==> src/rtl/chta_ram.sv <==
// ----------------------------------------------------------------------------
// chta_ram
// Generic single-write, single-read synchronous RAM with registered read.
// ----------------------------------------------------------------------------
module chta_ram #(
    parameter int WIDTH = 8,
    parameter int DEPTH = 16
) (
    input  logic                     clk,
    input  logic                     we,
    input  logic [$clog2(DEPTH)-1:0] waddr,
    input  logic [WIDTH-1:0]         wdata,
    input  logic                     re,
    input  logic [$clog2(DEPTH)-1:0] raddr,
    output logic [WIDTH-1:0]         rdata
);

    logic [WIDTH-1:0] mem_reg [DEPTH];
    logic [WIDTH-1:0] rdata_reg;

    always_ff @(posedge clk)
    begin
        if (we)
        begin
            mem_reg[waddr] <= wdata;
        end
        if (re)
        begin
            rdata_reg <= mem_reg[raddr];
        end
    end

    assign rdata = rdata_reg;

endmodule

==> config.mk <==
export PLATFORM = sky130hd
export DESIGN_NAME = chta_ram
export DESIGN_NICKNAME = d
export VERILOG_FILES = /design/src/rtl/chta_ram.sv
export SDC_FILE = /design/constraint.sdc
export NUM_CORES = 1
export LEC_CHECK = 0
export BUFFER_PORTS_ARGS = -buffer_cell sky130_fd_sc_hd__buf_2
export CAP_MARGIN = 20
export CORE_MARGIN = 5
export CORE_UTILIZATION = 40
export CTS_CLUSTER_SIZE = 12
export DETAILED_ROUTE_END_ITERATION = 8
export GPL_TIMING_DRIVEN = 0
export SLEW_MARGIN = 30
export SYNTH_ARGS = -nofsm -noshare
export SYNTH_HDL_FRONTEND = slang
export SYNTH_SLANG_ARGS = --single-unit
==> constraint.sdc <==
create_clock -name clk -period 3.1 [get_ports clk]
set_clock_uncertainty 0.1 [all_clocks]
set_input_delay 0.465 -clock clk [delete_from_list [all_inputs] [get_ports clk]]
set_output_delay 0.465 -clock clk [all_outputs]
set_load 0.05 [all_outputs]
### After elaboration in Yosys (flattened, before gate mapping)

Memory sizes are Yosys's and may differ from the RTL's. A register that Yosys moved wholly into a read port is not among the register bits.
Cells that the tools add are included.

* multiplexer cells: 2

Operators by type and width (number)
* two-way mux 1 bit: 2

* flip-flop bits (word level): 0
* bits in writable memories: 128
* input port bits: 19
* output and inout bits: 8
* logic and storage cells: 3
* memories kept: 1

Memories
* mem_reg: words 16, bits a word 8, read ports 1, clocked after Yosys merged registers in 1, write ports 1, line 18 `logic [WIDTH-1:0] mem_reg [DEPTH];`

### Logic depth before layout (Yosys ltp)

Gate-level depths: netlist (run 1).

* depth in word-level cells: 2
* depth in mapped cells: 5
* mapped depth without buffers: 3

### Worst setup path after synthesis (run 1)

Ideal clock, no wire load.

* kind: input port to flip-flop
* from: input waddr[2]
* to: memory mem_reg[0][0] (enable)
* library setup time: 383 ps
* data arrival time: 1575 ps
* data required time: 2617 ps
* slack: 1042 ps
* stages on the path: 2
* buffers on the path: 0
* cells stage by stage: or3b_2 -> nor3_1

RTL lines
* start, declared: line 11 `input logic [$clog2(DEPTH)-1:0] waddr,`
* end, declared: line 18

Straight into the memory's write port.

### Worst setup path after layout (run 1)

* from: input waddr[2]
* to: memory mem_reg[2][2] (enable)

Straight into the memory's write port.

==> impl_metrics.env, run 1 <==
export IMPL_outcome="complete, no violations"
export IMPL_initial_antenna_violation_count=0
export IMPL_clk_pin_slew_ps=60
export IMPL_timing_critical_path_slowest_stage_cell="nor2_1"
export IMPL_worst_setup_path_start_kind="primary input"
export IMPL_detail_route_wirelength_met1_mm=4.49
export IMPL_postSynthAreaPerCell_um2=22.8
export IMPL_synth_area_um2=5230
export IMPL_final_hold_worst_slack_ps=276
export IMPL_postCtsSetupRepairBufs=0
export IMPL_layout_drive_gt1_share_pct=31.5
export IMPL_asyncSetResetFlopFracSynth_pct=0
export IMPL_clock_path_buffers=2
export IMPL_timing_setup_critical_path_class="in2reg"
export IMPL_synth_cell_types=18
export IMPL_worstPathRequired_ps=3040
export IMPL_num_io_pins=27
export IMPL_p_seq_share_pct=46.4
export IMPL_synthesis_nets=248
export IMPL_topRoutingLayerUsed="met4"
export IMPL_detail_route_wirelength_mm=9.93
export IMPL_switching_power_w=0.000903
export IMPL_place_detailed_instances=426
export IMPL_cts_made_buffers=17
export IMPL_cts_repair_resize_count=0
export IMPL_grt_setup_unrepaired="no"
export IMPL_share_of_synthesized_area_occupied_by_flip_flops_and_latches_pct=78.1
export IMPL_synthTopCellsByCount="136 x edfxtp_1, 18 x mux4_2, 16 x a22oi_1"
export IMPL_yosysWarnings=0
export IMPL_met3WireLength_um=474
export IMPL_synth_seq_cells=136
export IMPL_tritoncts="built"
export IMPL_fraction_of_synthesized_cell_area_taken_by_the_top_area_cell_type_pct=78.1
export IMPL_synth_enable_flop_cells=136
export IMPL_global_route_usage_total_pct=13.6
export IMPL_initial_utilization_pct=41.1
export IMPL_synthMostInstantiatedCell="edfxtp_1"
export IMPL_worstSkewPairLatency_ps=410
export IMPL_worst_pin_slew_ps=864
export IMPL_worst_slew_margin_rel_pct=42.2
export IMPL_first_drt_pass_iteration_count=4
export IMPL_die_width_um=124
export IMPL_synthToLayoutAreaGrowth_pct=19.3
export IMPL_fmax_ghz=0.533
export IMPL_max_reg_flops=128
export IMPL_cp_arrival_ps=1810
export IMPL_grt_pass1_wl_mm=15.3
export IMPL_power_internal_w=0.00358
export IMPL_die_height_um=124
export IMPL_critical_path_cell_chain="buf_2 -> or3b_2 -> nor2_1"
export IMPL_core_area_um2=12700
export IMPL_holdBufCountCts=0
export IMPL_layout_nets=292
export IMPL_min_period_ps=1880
export IMPL_drt_vias_per_instance=5.17
export IMPL_cts_sink_count=136
export IMPL_setup_worst_path_end_class="register"
export IMPL_drt_wirelength_per_cell_um=21.7
export IMPL_yosys_area_top_type="edfxtp_1"
export IMPL_setup_viol_count_final=0
export IMPL_drt_initial_drc_count=159
export IMPL_fp_row_count=41
export IMPL_vias=2368
export IMPL_hold_class="in2reg"
export IMPL_overflow=0
export IMPL_p_leak_nw=2.06
export IMPL_worst_path_buf_inv=1
export IMPL_finalHoldViolations=0
export IMPL_pin_count_of_the_biggest_net_entering_global_routing=17
export IMPL_final_min_period_over_clock_period_pct=60.5
export IMPL_dp_hpwl_mm=6.39
export IMPL_cp_slowest_stage_delay_ps=690
export IMPL_route_met2_wl_mm=4.77
export IMPL_ant_nets=0
export IMPL_cts_root_buffer_cell="clkbuf_16"
export IMPL_floorplan_die_area_um2=15500
export IMPL_netlist_instances=229
export IMPL_drt_drc_violations_left=0
export IMPL_layoutNonFillerInstCount=458
export IMPL_totalNegativeSetupSlack_ps=0
export IMPL_proportion_of_total_power_due_to_net_switching_pct=20.1
export IMPL_antenna_cells_inserted=0
export IMPL_filler_cell_count=1072
export IMPL_grt_pass1_vias=2500
export IMPL_pwr_share_comb_pct=5.0
export IMPL_gpl_congestion=0.733
export IMPL_critical_path_peak_fanout=8
export IMPL_p_clk_share_pct=48.6
export IMPL_vdd_ir_drop_worst_v=0.000292
export IMPL_main_flop_type_after_synthesis="edfxtp_1"
export IMPL_ys_top_cells_by_area="edfxtp_1 78%, mux4_2 7.8%, mux4_1 7.0%"
export IMPL_critPathTopFamily="simple AND/OR/NAND/NOR gates"
export IMPL_maxCapViolCount=0
export IMPL_i_o_buffers=25
export IMPL_powerDensity_nw_per_um2=719
export IMPL_cts_htree_levels=4
export IMPL_final_max_slew_violation_count=0
-- cell type report --
type,count,area (um^2),area share (%)
clock buffer,17,425,6.82
sequential,136,4080,65.5
buffer,10,86.3,1.38
timing repair buffer,25,125,2.01
tap,172,215,3.45
multi-input combinational,83,1080,17.3
clock inverter,15,225,3.61
-- layer usage --
| metal | vias to the layer above | track usage [%] |
|---|---|---|
| li1 | 1070 | - |
| met1 | 1224 | 18.4 |
| met2 | 59 | 20.4 |
| met3 | 15 | 4.07 |
| met4 | 0 | 5.93 |
| met5 | - | 0 |
-- cell families after synthesis --
| group | share of synthesized area, % |
|---|---|
| AO/OA/AOI/OAI | 2.30 |
| AND/OR/NAND/NOR | 3.14 |
| buffers and inverters | 1.65 |
| flip-flops | 78.1 |
| multiplexers | 14.8 |
-- cells in the final DEF, fill, tap and decap left out, drive strengths merged --
cell	synthesis	layout
a22oi	16	16
and2b	1	1
edfxtp	136	136
or3b	1	1
bufinv	0	5
clkinv	0	5
nor3	4	4
and2	1	1
clkdlybuf4s25	3	3
clkinvlp	0	4
nor2	13	13
nand2	9	9
mux4	32	32
buf	7	32
nand2b	2	2
nor2b	1	1
nand3	1	1
inv	0	1
nand3b	2	2
clkbuf	0	17
-- power by group through the flow --
stage	Clock [W]	Combinational [W]	Sequential [W]
6_report	0.00218	0.000226	0.00208
5_1_grt	0.00229	0.000242	0.00208
4_1_cts	0.00220	0.000229	0.00208
3_5_place_dp	0	0.000230	0.00212
3_3_place_gp	0	0.000224	0.00212
2_1_floorplan	0	0.000105	0.00215
-- stage by stage --
stage / instance area (um^2) / worst slack (ps) / utilization [%] / power [W]
2_1_floorplan: 5230 / 1040 / - / 0.00225
3_3_place_gp: 5570 / 446 / 43.8 / 0.00234
3_5_place_dp: 5590 / 810 / 43.9 / 0.00235
4_1_cts: 6240 / 1240 / 49.0 / 0.00451
5_1_grt: 6240 / 1170 / 49.0 / 0.00461
6_report: 6240 / 1220 / 49.0 / 0.00448
-- final timing paths --
path | startpoint | to | slack (ps) | cells after the start
setup / recovery | waddr[2] | mem_reg[2][2]$_DFFE_PP_ | 1220 | 3
setup reg to reg | mem_reg[1][0]$_DFFE_PP_ | rdata[0]$_DFFE_PP_ | 1440 | 3
hold reg to reg | mem_reg[11][3]$_DFFE_PP_ | rdata[3]$_DFFE_PP_ | 650 | 3
hold / removal | re | rdata[6]$_DFFE_PP_ | 280 | 1
Note: power is estimated with default switching activity, not from simulation.
==> run 2: changes to the inputs <==
Clock period 3.1 ns to 1.8 ns, I/O delays scaled along.
==> run 2 against run 1 <==
  * Worst hold slack worse by 160 ps
  * First-iteration DRC count down 14%
  * Final cell count unchanged
  * Total power up 78%
  * Sequential power up 72%
  * Count of clock-buffer cells in the layout unchanged
  * Wire length down 1.5%
  * Core utilization up 0.38 points
  * Critical endpoint is now rdata[0]$_DFFE_PP_
  * Non-clock buffer count unchanged
  * Sequential share of layout area down 0.51 points
  * Via count up 0.34%
==> impl_metrics.env, run 2 (synthesis results as in run 1) <==
export IMPL_first_drt_pass_iteration_count=4
export IMPL_cts_root_buffer_cell="clkbuf_16"
export IMPL_critical_path_peak_fanout=1
export IMPL_critical_path_startpoint="mem_reg[6][0]$_DFFE_PP_"
export IMPL_dp_hpwl_mm=6.24
export IMPL_holdBufCountCts=0
export IMPL_worst_slew_margin_rel_pct=45.0
export IMPL_grt_busiest_layer="met2"
export IMPL_maxCapViolCount=0
export IMPL_use_met2_pct=20.4
export IMPL_worst_pin_slew_ps=822
export IMPL_initial_utilization_pct=41.1
export IMPL_cts_repair_resize_count=0
export IMPL_fp_row_count=41
export IMPL_layoutNonFillerInstCount=458
export IMPL_proportion_of_total_power_due_to_net_switching_pct=19.3
export IMPL_cp_slowest_stage_delay_ps=550
export IMPL_postCtsSetupRepairBufs=0
export IMPL_critical_path_endpoint="rdata[0]$_DFFE_PP_"
export IMPL_pwr_share_comb_pct=4.8
export IMPL_worst_path_buf_inv=0
export IMPL_grt_pass1_wl_mm=15.0
export IMPL_critical_path_cell_chain="mux4_1 -> a22oi_1 -> nand2_1"
export IMPL_initial_antenna_violation_count=0
export IMPL_place_detailed_instances=426
export IMPL_grt_setup_unrepaired="no"
export IMPL_final_min_period_over_clock_period_pct=94.8
export IMPL_grt_pass1_vias=2484
export IMPL_timing_critical_path_slowest_stage_cell="mux4_1"
export IMPL_worstPathRequired_ps=1850
export IMPL_global_route_usage_total_pct=13.4
export IMPL_final_util_pct=49.4
export IMPL_outcome="complete, no violations"
export IMPL_critical_path_reg2reg_startpoint="mem_reg[6][0]$_DFFE_PP_"
export IMPL_setup_worst_path_end_class="register"
export IMPL_detail_route_wirelength_mm=9.77
export IMPL_clk_pin_slew_ps=60
export IMPL_vias=2376
export IMPL_synthToLayoutAreaGrowth_pct=20.3
export IMPL_core_area_um2=12700
export IMPL_powerDensity_nw_per_um2=1270
export IMPL_die_height_um=124
export IMPL_finalHoldViolations=0
export IMPL_cts_sink_count=136
export IMPL_layout_nets=292
export IMPL_min_period_ps=1710
export IMPL_ant_nets=0
export IMPL_final_common_cell="edfxtp_1"
export IMPL_grt_met1_usage_pct=18.3
export IMPL_clock_path_buffers=2
export IMPL_switching_power_w=0.00154
export IMPL_timing_setup_critical_path_class="reg2reg"
export IMPL_drt_wirelength_per_cell_um=21.3
export IMPL_floorplan_die_area_um2=15500
export IMPL_worst_setup_path_start_kind="register"
export IMPL_power_internal_w=0.00645
export IMPL_hold_class="in2reg"
export IMPL_pin_count_of_the_biggest_net_entering_global_routing=17
export IMPL_num_io_pins=27
export IMPL_die_width_um=124
export IMPL_p_leak_nw=2.09
export IMPL_drt_vias_per_instance=5.19
export IMPL_commonest_cells_after_routing_fill_and_taps_aside="136 x edfxtp_1, 28 x buf_2, 18 x mux4_2"
export IMPL_tritoncts="built"
export IMPL_setup_viol_count_final=0
export IMPL_p_clk_share_pct=50.3
export IMPL_cts_made_buffers=17
export IMPL_p_seq_share_pct=44.8
export IMPL_grt_use_met3_pct=3.47
export IMPL_path_depth=3
export IMPL_vdd_ir_drop_worst_v=0.000652
export IMPL_gpl_congestion=0.717
export IMPL_cts_htree_levels=4
export IMPL_fmax_ghz=0.586
export IMPL_overflow=0
export IMPL_drt_drc_violations_left=0
export IMPL_drt_initial_drc_count=137
export IMPL_timing_reg2reg_setup_slack_ps=90
export IMPL_i_o_buffers=25
export IMPL_timing_reg2reg_worst_path_depth=3
export IMPL_final_max_slew_violation_count=0
export IMPL_totalNegativeSetupSlack_ps=0
export IMPL_critPathTopFamily="multiplexers"
export IMPL_max_reg_flops=128
export IMPL_antenna_cells_inserted=0
export IMPL_worstSkewPairLatency_ps=410
export IMPL_timing_rr_end="rdata[0]$_DFFE_PP_"
export IMPL_layout_drive_gt1_share_pct=31.5
export IMPL_cp_arrival_ps=1750
-- run 2: changes by cell type in the layout (fill, tap and decap cells not counted) --
cell,delta
bufinv_16,+2
clkinv_2,-1
clkinv_4,+1
clkinvlp_4,-2
-- run 2: final cells by class --
cell class                      count  area (um^2)
Fill cell                        1028         6430
Sequential cell                   136         4080
Multi-Input combinational cell     83         1080
Clock buffer                       17          425
Clock inverter                     15          274
Tap cell                          172          215
Timing Repair Buffer               25          125
Buffer                             10         86.3
-- run 2: per-stage QoR --
stage	instance area (um^2)	total power, W	worst slack, ps	hold WS, ps
after floorplan	5230	0.00388	148	269
after global placement	5570	0.00403	-375	535
after detailed placement	5590	0.00404	-298	537
after CTS	6290	0.00804	111	108
after global routing	6290	0.00824	61.5	108
final	6290	0.00800	93.3	111
-- run 2: worst min-delay path by stage --
stage	end	cells past startpoint	startpoint	slack [ps]
final	rdata[2]$_DFFE_PP_	1	re	110
after global placement	rdata[2]$_DFFE_PP_	1	re	530
after floorplan	mem_reg[0][0]$_DFFE_PP_	0	wdata[0]	270
after global routing	rdata[2]$_DFFE_PP_	1	re	110
after detailed placement	rdata[2]$_DFFE_PP_	1	re	540
after CTS	rdata[2]$_DFFE_PP_	1	re	110
-- run 2: power groups by stage --
stage | combinational (W) | clock (W) | sequential, W
CTS | 0.000393 | 0.00406 | 0.00358
detailed placement | 0.000393 | 0 | 0.00365
global route | 0.000419 | 0.00423 | 0.00359
finish | 0.000388 | 0.00403 | 0.00358
floorplan | 0.000180 | 0 | 0.00370
global placement | 0.000384 | 0 | 0.00364
-- run 2: per-layer routing --
metal | vias to the layer above | routed length (um)
met2 | 78 | 4790
li1 | 1067 | -
met1 | 1222 | 4220
met4 | 0 | 123
met3 | 9 | 640
met5 | - | 0
